==> config.mk <==
export PLATFORM = sky130hd
export DESIGN_NAME = radar_uart_frame_parser_unit_flat
export DESIGN_NICKNAME = d
export VERILOG_FILES = /design/src/rtl/rufp_pkg.sv /design/src/rtl/rufp_ifs.sv /design/src/rtl/radar_uart_frame_parser_unit.sv /design/src/rtl/rufp_in_reg.sv /design/src/rtl/rufp_fsm.sv /design/src/rtl/rufp_out_reg.sv /design/src/flat_wrapper.sv
export SDC_FILE = /design/constraint.sdc
export NUM_CORES = 1
export LEC_CHECK = 0
export BUFFER_PORTS_ARGS = -buffer_cell sky130_fd_sc_hd__buf_2
export CORE_ASPECT_RATIO = 0.7
export CORE_MARGIN = 1
export CORE_UTILIZATION = 58
export DETAILED_ROUTE_END_ITERATION = 10
export HOLD_SLACK_MARGIN = 0.15
export PLACE_DENSITY_LB_ADDON = 0.1
export SKIP_LAST_GASP = 1
export SYNTH_ARGS = -nofsm -noshare
export SYNTH_HDL_FRONTEND = slang
export SYNTH_SLANG_ARGS = --single-unit
==> constraint.sdc <==
create_clock -name clk_i -period 4.8 [get_ports clk_i]
set_clock_uncertainty 0.05 [all_clocks]
set_input_delay 0 -clock clk_i [delete_from_list [all_inputs] [get_ports clk_i]]
set_output_delay 0 -clock clk_i [all_outputs]
set_load 0.02 [all_outputs]
==> src/rtl/rufp_pkg.sv <==
// Shared types, constants and the header matcher function of the frame parser.
package rufp_pkg;

  // Header bytes in arrival order.
  localparam logic [7:0] HdrByte0 = 8'hFA;
  localparam logic [7:0] HdrByte1 = 8'hF5;
  localparam logic [7:0] HdrByte2 = 8'hAA;
  localparam logic [7:0] HdrByte3 = 8'hA5;

  // Sum of the four header bytes, the seed of the running checksum.
  localparam logic [15:0] HdrSum = 16'h033E;

  // Accepted frame length range in bytes.
  localparam logic [7:0] MinFrame = 8'd10;
  localparam logic [7:0] MaxFrame = 8'd128;

  // Offsets within a frame.
  localparam logic [7:0] IdxLenLow  = 8'd4;
  localparam logic [7:0] IdxLenHigh = 8'd5;
  localparam logic [7:0] IdxBody    = 8'd6;
  localparam logic [7:0] IdxType    = 8'd7;

  // Header bytes matched by the hunter, a complete header included.
  localparam logic [2:0] MatchNone = 3'd0;
  localparam logic [2:0] MatchOne  = 3'd1;
  localparam logic [2:0] MatchFull = 3'd4;

  // One result beat.
  typedef struct packed {
    logic [7:0] frame_type;
    logic [7:0] total_len;
    logic       checksum_ok;
  } rufp_result_t;

  // Advance the header matcher by one byte; a mismatching FA restarts at one.
  function automatic logic [2:0] hunt_next(input logic [1:0] match, input logic [7:0] rx);
    logic [7:0] expected;
    begin
      case (match)
        2'd0:    expected = HdrByte0;
        2'd1:    expected = HdrByte1;
        2'd2:    expected = HdrByte2;
        default: expected = HdrByte3;
      endcase
      if (rx == expected) begin
        hunt_next = {1'b0, match} + 3'd1;
      end else if (rx == HdrByte0) begin
        hunt_next = MatchOne;
      end else begin
        hunt_next = MatchNone;
      end
    end
  endfunction

endpackage

==> src/rtl/rufp_ifs.sv <==
// Valid/ready channel interfaces for received bytes and parsed frame results.
interface rufp_byte_if;
  logic       valid;
  logic       ready;
  logic [7:0] rx_byte;

  modport source (output valid, output rx_byte, input ready);
  modport sink (input valid, input rx_byte, output ready);
endinterface

interface rufp_result_if;
  logic       valid;
  logic       ready;
  logic [7:0] frame_type;
  logic [7:0] total_len;
  logic       checksum_ok;

  modport source (output valid, output frame_type, output total_len,
                  output checksum_ok, input ready);
  modport sink (input valid, input frame_type, input total_len,
                input checksum_ok, output ready);
endinterface

==> src/rtl/radar_uart_frame_parser_unit.sv <==
// Top level of the byte-serial header/length/checksum frame parser.
//
//   Port      Dir   Beat contents
//   byte_i    in    rx_byte: one received serial byte
//   result_o  out   frame_type, total_len, checksum_ok of one completed frame
//
// One byte is taken every cycle unless the result stalls; the result of a frame
// is formed from the input register, then held in the result register.
// Reset clears the input and result valid flags and the parser state.
// A stalled result holds the parser; the input register then holds one byte
// and byte_i.ready drops until the result is taken.
module radar_uart_frame_parser_unit import rufp_pkg::*; (
  input  logic          clk_i,
  input  logic          rst_ni,
  rufp_byte_if.sink     byte_i,
  rufp_result_if.source result_o
);

  logic         advance;
  logic         in_valid;
  logic [7:0]   in_byte;
  logic         step;
  logic         res_valid;
  rufp_result_t res_comb;
  rufp_result_t res_reg;
  logic         out_valid;

  // Input register.
  rufp_in_reg u_in_reg (
    .clk_i     (clk_i),
    .rst_ni    (rst_ni),
    .valid_i   (byte_i.valid),
    .byte_i    (byte_i.rx_byte),
    .advance_i (advance),
    .ready_o   (byte_i.ready),
    .valid_o   (in_valid),
    .byte_o    (in_byte)
  );

  assign step = in_valid && advance;

  // Parser state and next-state logic.
  rufp_fsm u_fsm (
    .clk_i       (clk_i),
    .rst_ni      (rst_ni),
    .step_i      (step),
    .byte_i      (in_byte),
    .res_valid_o (res_valid),
    .res_o       (res_comb)
  );

  // Result register.
  rufp_out_reg u_out_reg (
    .clk_i     (clk_i),
    .rst_ni    (rst_ni),
    .load_i    (res_valid),
    .res_i     (res_comb),
    .ready_i   (result_o.ready),
    .advance_o (advance),
    .valid_o   (out_valid),
    .res_o     (res_reg)
  );

  assign result_o.valid       = out_valid;
  assign result_o.frame_type  = res_reg.frame_type;
  assign result_o.total_len   = res_reg.total_len;
  assign result_o.checksum_ok = res_reg.checksum_ok;

  // The input side only stalls while a byte is held behind a waiting result.
  assert property (@(posedge clk_i) disable iff (!rst_ni)
    !byte_i.ready |-> (in_valid && out_valid && !result_o.ready))
    else $error("input stalled without a blocked result");

  // A reported frame length always lies in the accepted range.
  assert property (@(posedge clk_i) disable iff (!rst_ni)
    out_valid |-> (res_reg.total_len >= MinFrame && res_reg.total_len <= MaxFrame))
    else $error("result frame length out of range");

  // A parser step with a result always leaves a valid result in the register.
  assert property (@(posedge clk_i) disable iff (!rst_ni)
    (step && res_valid) |=> out_valid)
    else $error("parsed result was lost");

endmodule

==> src/rtl/rufp_in_reg.sv <==
// Input register stage holding one received byte until the parser takes it.
module rufp_in_reg (
  input  logic       clk_i,
  input  logic       rst_ni,
  input  logic       valid_i,
  input  logic [7:0] byte_i,
  input  logic       advance_i,
  output logic       ready_o,
  output logic       valid_o,
  output logic [7:0] byte_o
);

  logic       valid_q, valid_d;
  logic [7:0] byte_q;
  logic       accept;

  // The stage frees itself whenever the parser moves on.
  assign ready_o = !valid_q || advance_i;
  assign accept  = valid_i && ready_o;

  always_comb begin
    valid_d = valid_q;
    if (accept) begin
      valid_d = 1'b1;
    end else if (advance_i) begin
      valid_d = 1'b0;
    end
  end

  always_ff @(posedge clk_i or negedge rst_ni) begin
    if (!rst_ni) begin
      valid_q <= 1'b0;
    end else begin
      valid_q <= valid_d;
    end
  end

  // Payload register needs no reset.
  always_ff @(posedge clk_i) begin
    if (accept) begin
      byte_q <= byte_i;
    end
  end

  assign valid_o = valid_q;
  assign byte_o  = byte_q;

endmodule

==> src/rtl/rufp_fsm.sv <==
// Frame parser state: header hunt, length check, checksum and result forming.
module rufp_fsm import rufp_pkg::*; (
  input  logic         clk_i,
  input  logic         rst_ni,
  input  logic         step_i,
  input  logic [7:0]   byte_i,
  output logic         res_valid_o,
  output rufp_result_t res_o
);

  logic [1:0]  match_q, match_d;
  logic        in_frame_q, in_frame_d;
  logic [7:0]  index_q, index_d;
  logic [7:0]  len_low_q, len_low_d;
  logic [7:0]  exp_len_q, exp_len_d;
  logic [7:0]  type_q, type_d;
  logic [15:0] sum_q, sum_d;
  logic [7:0]  trail_low_q, trail_low_d;

  logic [2:0]  hunt_m;
  logic [2:0]  rescan_first;
  logic [2:0]  rescan_m;
  logic        bad_len;
  logic [8:0]  tail_pos;
  logic [15:0] sum_add;

  assign hunt_m       = hunt_next(match_q, byte_i);
  assign rescan_first = hunt_next(2'd0, len_low_q);
  assign rescan_m     = hunt_next(rescan_first[1:0], byte_i);
  assign bad_len  = (byte_i != 8'd0) || (len_low_q < MinFrame) || (len_low_q > MaxFrame);
  assign tail_pos = {1'b0, index_q} + 9'd2;
  assign sum_add  = sum_q + {8'd0, byte_i};

  // Next state for one byte.
  always_comb begin
    match_d     = match_q;
    in_frame_d  = in_frame_q;
    index_d     = index_q;
    len_low_d   = len_low_q;
    exp_len_d   = exp_len_q;
    type_d      = type_q;
    sum_d       = sum_q;
    trail_low_d = trail_low_q;
    res_valid_o = 1'b0;
    res_o.frame_type  = type_q;
    res_o.total_len   = exp_len_q;
    res_o.checksum_ok = ({byte_i, trail_low_q} == sum_q);
    if (step_i) begin
      if (!in_frame_q) begin
        if (hunt_m == MatchFull) begin
          match_d    = 2'd0;
          in_frame_d = 1'b1;
          index_d    = IdxLenLow;
          sum_d      = HdrSum;
        end else begin
          match_d = hunt_m[1:0];
        end
      end else if (index_q == IdxLenLow) begin
        len_low_d = byte_i;
        sum_d     = sum_add;
        index_d   = IdxLenHigh;
      end else if (index_q == IdxLenHigh) begin
        if (bad_len) begin
          // Drop the header and rescan both length bytes from idle.
          in_frame_d = 1'b0;
          index_d    = 8'd0;
          match_d    = rescan_m[1:0];
        end else begin
          exp_len_d = len_low_q;
          sum_d     = sum_add;
          index_d   = IdxBody;
        end
      end else begin
        if (index_q == IdxType) begin
          type_d = byte_i;
        end
        if (tail_pos < {1'b0, exp_len_q}) begin
          sum_d   = sum_add;
          index_d = index_q + 8'd1;
        end else if (tail_pos == {1'b0, exp_len_q}) begin
          trail_low_d = byte_i;
          index_d     = index_q + 8'd1;
        end else begin
          res_valid_o = 1'b1;
          in_frame_d  = 1'b0;
          index_d     = 8'd0;
          match_d     = 2'd0;
        end
      end
    end
  end

  always_ff @(posedge clk_i or negedge rst_ni) begin
    if (!rst_ni) begin
      match_q     <= 2'd0;
      in_frame_q  <= 1'b0;
      index_q     <= 8'd0;
      len_low_q   <= 8'd0;
      exp_len_q   <= 8'd0;
      type_q      <= 8'd0;
      sum_q       <= 16'd0;
      trail_low_q <= 8'd0;
    end else begin
      match_q     <= match_d;
      in_frame_q  <= in_frame_d;
      index_q     <= index_d;
      len_low_q   <= len_low_d;
      exp_len_q   <= exp_len_d;
      type_q      <= type_d;
      sum_q       <= sum_d;
      trail_low_q <= trail_low_d;
    end
  end

endmodule

==> src/rtl/rufp_out_reg.sv <==
// Result register that holds a parsed frame beat until the sink takes it.
module rufp_out_reg import rufp_pkg::*; (
  input  logic         clk_i,
  input  logic         rst_ni,
  input  logic         load_i,
  input  rufp_result_t res_i,
  input  logic         ready_i,
  output logic         advance_o,
  output logic         valid_o,
  output rufp_result_t res_o
);

  logic         valid_q, valid_d;
  rufp_result_t res_q;

  // The parser may step when the register is empty or being drained.
  assign advance_o = !valid_q || ready_i;

  always_comb begin
    valid_d = valid_q;
    if (advance_o) begin
      valid_d = load_i;
    end
  end

  always_ff @(posedge clk_i or negedge rst_ni) begin
    if (!rst_ni) begin
      valid_q <= 1'b0;
    end else begin
      valid_q <= valid_d;
    end
  end

  always_ff @(posedge clk_i) begin
    if (advance_o && load_i) begin
      res_q <= res_i;
    end
  end

  assign valid_o = valid_q;
  assign res_o   = res_q;

endmodule
==> src/flat_wrapper.sv <==
// flat-port wrapper written by rule: the top's interface ports become plain ports
module radar_uart_frame_parser_unit_flat import rufp_pkg::*;
  (clk_i, rst_ni, byte_i_valid, byte_i_rx_byte, byte_i_ready, result_o_valid, result_o_frame_type, result_o_total_len, result_o_checksum_ok, result_o_ready);
  rufp_byte_if byte_i_i ();
  rufp_result_if result_o_i ();
  input  logic clk_i;
  input  logic rst_ni;
  input wire logic [$bits(byte_i_i.valid)-1:0] byte_i_valid;
  input wire logic [$bits(byte_i_i.rx_byte)-1:0] byte_i_rx_byte;
  output wire logic [$bits(byte_i_i.ready)-1:0] byte_i_ready;
  output wire logic [$bits(result_o_i.valid)-1:0] result_o_valid;
  output wire logic [$bits(result_o_i.frame_type)-1:0] result_o_frame_type;
  output wire logic [$bits(result_o_i.total_len)-1:0] result_o_total_len;
  output wire logic [$bits(result_o_i.checksum_ok)-1:0] result_o_checksum_ok;
  input wire logic [$bits(result_o_i.ready)-1:0] result_o_ready;
  assign byte_i_i.valid = byte_i_valid;
  assign byte_i_i.rx_byte = byte_i_rx_byte;
  assign byte_i_ready = byte_i_i.ready;
  assign result_o_valid = result_o_i.valid;
  assign result_o_frame_type = result_o_i.frame_type;
  assign result_o_total_len = result_o_i.total_len;
  assign result_o_checksum_ok = result_o_i.checksum_ok;
  assign result_o_i.ready = result_o_ready;
  radar_uart_frame_parser_unit u_core (.clk_i(clk_i), .rst_ni(rst_ni), .byte_i(byte_i_i), .result_o(result_o_i));
endmodule
* Word level (Yosys, flattened, before mapping)
Cells that the tools add are included.
Storage, ports and cells: bits of input ports 12, word-level logic and storage cells 108, output and inout bits 19, register bits 86
Cells by class: order comparisons 3, mux-type cells 41, add/sub/neg operators 5, equality and inequality tests 20, bitwise logic cells 4, reductions and logical operators 21
Operators with widths (count):
- two-way mux 16 bit | 6
- two-way mux 8 bit | 6
- case mux 7 bit (3 select lines) | 2
- == test 8 x 3 -> 1 bit, second input constant | 3
- two-way mux 1 bit | 17
- adder 16 x 8 -> 16 bit | 1
- == test 16 bit | 1
- == test 8 bit | 2
- == test 8 bit, second input constant | 2
- two-way mux 2 bit | 8
- AND reduction 5 bit | 3
- adder 8 x 2 -> 9 bit, second input constant | 1
- == test 9 x 8 -> 1 bit | 1
- less-than comparator 9 x 8 -> 1 bit | 1
- != test 3 bit, second input constant | 3
- adder 8 x 1 -> 8 bit, second input constant | 1
- > comparator 8 bit, second input constant | 1
- less-than comparator 8 x 4 -> 1 bit, second input constant | 1
- nonzero test 8 bit | 1
- two-way mux 3 bit | 2
- AND reduction 6 bit | 1
- == test 2 x 1 -> 1 bit, second input constant | 2
- == test 2 bit, second input constant | 2
- zero test 2 bit | 2
- other kinds (14) | 24

* Longest topological paths before layout
depth after elaboration 10, depth in mapped cells 14, gate-level depth less buffers 12

* Modules after synthesis
Synthesis repeated with hierarchy kept, for this count alone.
Second synthesis, totals: cells, all modules 456, area total of the unflattened synthesis 4835.9 µm²
Modules (own cells, without submodules):
- rufp_fsm | instances 1, cells each 422, seq. area each 1476.4 µm², area each 3971.3 µm²
- rufp_out_reg | instances 1, cells each 21, seq. area each 535.5 µm², area each 564.3 µm²
- rufp_in_reg | instances 1, cells each 12, seq. area each 265.3 µm², area each 294.0 µm²
- radar_uart_frame_parser_unit | instances 1, cells each 1, seq. area each 0.0 µm², area each 6.3 µm²

* Worst setup path after synthesis
OpenSTA, ideal clock, no wires.
path type register -> register, start point register u_core.u_fsm.index_q[1], end point register u_core.u_out_reg.res_q, in the netlist u_core.u_out_reg.res_o[0] (enable), data required time 4360 ps, cell stages (with the launch flop) 12, path slack 1394 ps, clock period less this slack 3406 ps, buffers on the path 0, data arrival time 2965 ps, library setup time 390 ps, cell sequence dfrtp_1 > ha_1 > and3_1 > nand3_1 > xnor2_1 > inv_1 > ha_1 > nand3_1 > or3_1 > o2111ai_1 > o211ai_1 > nor2_1
Between the ends: word-level cells in the longest chain between the ends 9, elaborated cells on any way between the ends 12, classes of those cells add/sub (1); order compare (1); eq/ne (3); mux (6); reduce/logical (1)
RTL lines:
- start, declared | line rufp_fsm.sv:13 | logic [7:0] index_q, index_d;
- start signal, assigned | line rufp_fsm.sv:106 | index_q <= index_d;
- parallel branches: the longest is 5 deep, another holds adder 8 x 2 -> 9 bit
- two-way mux 1 bit * | line rufp_fsm.sv:58 | end else if (index_q == IdxLenLow) begin
- two-way mux 1 bit * | line rufp_fsm.sv:49 | if (!in_frame_q) begin
- two-way mux 1 bit * | line rufp_fsm.sv:48 | if (step_i) begin
- logical AND 1 bit * | line rufp_out_reg.sv:35 | if (advance_o && load_i) begin
- end signal, assigned | line rufp_out_reg.sv:36 | res_q <= res_i;
- end, declared | line rufp_out_reg.sv:14 | rufp_result_t res_q;
Mark *: on every way between the ends. A chain may end at the register's enable or synchronous reset.

* Final worst setup path
start point register u_core.u_fsm.index_q[2], end point register u_core.u_fsm.trail_low_q[6]
Between the ends: word-level cells in the longest chain between the ends 4, elaborated cells on any way between the ends 9, classes of those cells add/sub (1); order compare (1); eq/ne (3); bitwise (3); reduce/logical (1)
RTL lines:
- adder 8 x 2 -> 9 bit | line rufp_fsm.sv:31 | assign tail_pos = {1'b0, index_q} + 9'd2;
- less-than comparator 9 x 8 -> 1 bit | line rufp_fsm.sv:77 | if (tail_pos < {1'b0, exp_len_q}) begin
- inverter 1 bit (no source line)
- AND reduction 6 bit (no source line) *
- end signal, assigned | line rufp_fsm.sv:111 | trail_low_q <= trail_low_d;
- end, declared | line rufp_fsm.sv:18 | logic [7:0] trail_low_q, trail_low_d;
Mark *: on every way between the ends. The rest lies on a longest branch, timed or not.

==> out/results.ini <==
[place]
dp_cells = 533
gp_congestion = 0.8273
dp_hpwl_mm = 7.366
pre_cts_slack_ns = 1.222
portBuffers = 30

[final_layout]
multi_input_area_sq_mm = 0.002225
final_layout_size_suffix_gt1_share_pct = 19.44
diodes = 0
syn_to_final_growth_pct = 14.51
stdcell_count = 561
layout.nets = 495
seq_area_sq_mm = 0.002277
num-fill-cells = 519

[timing]
relSlewSlack_pct = 46.04
max_freq_mhz = 276.3
fin_crit_ns = 3.620
finalSetupTns_ns = 0
drv_slew = 0
rsz0062_at_grt = no
worst_slack_ns = 1.180
tightest_slew_ns = 0.8095
setup_viol = 0
hold_viol_final = 0
whs_ns = 0.3097
period_share_pct = 75.41

[yosys]
synthArstFlopShare_pct = 70.93
synth-simple-area-share_pct = 14.34
muxShareOfSynthArea_pct = 8.428
synth.distinct_cells = 59
synth_ff_type = dfrtp_1
synth_top_family_by_area = simple AND/OR/NAND/NOR gates
synth-seq-cells = 86
yosys_warnings = 0
synth_compound_area_share_pct = 13.61
syn_nets = 449
yosysMostFrequentCell = dfrtp_1
synthCells = 412
synth_commonest_cells = dfrtp_1, mux2_2, edfxtp_1
synth_edf_count = 25
syn-cell-area_sq_mm = 0.004632
synth_top_area_share_pct = 32.96
yosysTopAreaCell = dfrtp_1
synthAdderAreaFrac_pct = 6.915
syn_avg_cell_area_sq_um = 11.24
synth_area_leaders = dfrtp_1, edfxtp_1, mux2_2
synthXorXnorAreaFrac_pct = 4.727
yosysSeqAreaShare_pct = 49.16

[job]
maxCapViolCount = 0

[drt]
ant_nets = 0
wl_mm = 11.13
firstDrtPassIters = 6
vias = 3571
drtIter0Drc = 358
vias_per_cell = 6.365
drcViolationCount = 0
routedWlPerCell_um = 19.85

[critical_path]
crit_buf_inv = 1
critPathMaxStageDelay_ns = 0.57
worstPathArrival_ns = 3.80
cp-start-kind = flop
critical-path-top-delay-family = simple AND/OR/NAND/NOR gates
endpoint_kind = flop
critPathMaxFanout = 8
criticalPathCategory = flop to flop
crit_chain = ha_1, and3_1, nand3_1, xnor2_1, inv_1, ha_1, nand3_1, or3_1, o2111ai_1, o211ai_1, nor2b_1, mux2_2
cp.required_ns = 4.98
slowest_stage = nor2b_1

[clocking]
cts_resized = 0
cts.reportedPaths.clkPinSlew_ns = 0.07
h-tree-depth = 3
clockRootBuffer = clkbuf_16
clock-sinks = 86
cts_made_buffers = 9
cts_tree = yes
clk_latency_ns = 0.35
clockBufferDepth = 2
cts_setup_buffers = 0

[global_route]
antenna_found_initial = 0
grt_first_pass_wirelength_mm = 18.55
grt_pass1_vias = 3505
grt_max_degree = 62
gr-total-overflow = 0
grt.total_usage_pct = 29.66

[floorplanning]
die_w_um = 108.8
die_h_um = 76.77
io_pins = 31
rows = 26
core_area_sq_mm = 0.007515
dieArea_sq_mm = 0.008353
initial_core_util_pct = 61.64

[power_and_ir_drop]
power.total_w = 0.001544
p_leak_nw = 2.347
power_density_mw_per_mm2 = 291.0
peakVddDrop_v = 0.0002312

[status]
outcome = completed

[hold_path]
hold_class = primary input to asynchronous set/reset pin

flip-flops by register name, indices dropped and copies added (netlist names):
register                  flops
u_core.u_out_reg.res_o       17
u_core.u_fsm.sum_q           16
u_core.u_fsm.exp_len_q        8
u_core.u_fsm.index_q          8
u_core.u_fsm.len_low_q        8
u_core.u_fsm.trail_low_q      8
u_core.u_fsm.type_q           8
u_core.u_in_reg.byte_o        8
u_core.u_fsm.match_q          2
u_core.u_fsm.in_frame_q       1
u_core.u_in_reg.valid_o       1
u_core.u_out_reg.valid_o      1
area by class of cell:
class,instances,area share [%]
multi-input cells,295,41.94
clock buffers,10,4.317
repair buffers,47,5.803
inverters,19,1.345
clock inverters,6,1.345
flip-flops and latches,86,42.93
well taps,98,2.312
worst register-to-register path: cells and delay by family (launching register included):
kind / cells / cell delay, ns
and+or+nand+nor: 5 / 1.50
adders and majority gates: 2 / 0.53
muxes: 1 / 0.41
DFF: 1 / 0.40
AOI/OAI and AO/OA: 2 / 0.35
xor gates and xnor gates: 1 / 0.19
buffers and inverters: 1 / 0.06
where the power goes:
group,switching [W],internal [W]
Sequential,0.0000207,0.000759
Combinational,0.0000297,0.0000242
Clock,0.000302,0.000409
Total,0.000352,0.00119
cell usage in the layout (no fill, tap or decap), types with 8 or more instances in the layout:
| cell type | n |
|---|---|
| dlygate4sd3_1 | 12 |
| mux2_2 | 32 |
| edfxtp_1 | 25 |
| and3_1 | 8 |
| nand3_1 | 19 |
| a21oi_1 | 16 |
| xnor2_1 | 21 |
| buf_2 | 30 |
| dfrtp_1 | 61 |
| nand2_1 | 20 |
| nand4_1 | 11 |
| clkbuf_16 | 9 |
| inv_1 | 19 |
| nor2_1 | 15 |
| o21ai_0 | 20 |
| ha_1 | 24 |
metal layers:
layer | GRT usage [%] | routed length [um]
met1 | 42.25 | 5174
met2 | 44.30 | 5028
met3 | 7.908 | 746
met4 | 8.514 | 185
met5 | 0 | 0
what timing repair did:
action / in CTS / in global routing
endpoints found under the hold margin: 71 / 0
endpoints found under the setup margin: 0 / 0
hold buffers: 12 / 0
logic make-up (layout without fill, tap and decap cells):
group | after synthesis | in the layout
AOI/OAI and AO/OA | 92 | 92
DFF | 86 | 86
buffers and inverters | 31 | 82
xor gates and xnor gates | 25 | 25
adders and majority gates | 25 | 25
muxes | 35 | 35
and+or+nand+nor | 118 | 118
final timing paths:
check | start | to | slack, ns | cells after the start
setup / recovery | u_core.u_fsm.index_q[2] | u_core.u_fsm.trail_low_q[6] | 1.18 | 12
hold / removal | rst_ni | u_core.u_fsm.exp_len_q[5] | 0.31 | 3
setup reg to reg | u_core.u_fsm.index_q[2] | u_core.u_fsm.trail_low_q[6] | 1.18 | 12
hold reg to reg | u_core.u_fsm.type_q[2] | u_core.u_out_reg.res_o[11] | 0.39 | 0
max in group asynchronous | rst_ni | u_core.u_fsm.index_q[4] | 3.85 | 3
min in group clk_i | byte_i_rx_byte[7] | u_core.u_in_reg.byte_o[7] | 0.31 | 2
metrics by stage:
step	utilization [%]	cell area, sq um
floorplan	-	4632
global placement	64.99	4883
detailed placement	64.99	4883
CTS	70.58	5304
global route	70.58	5304
finish	70.58	5304
No activity file was read; power rests on OpenSTA's default activity.
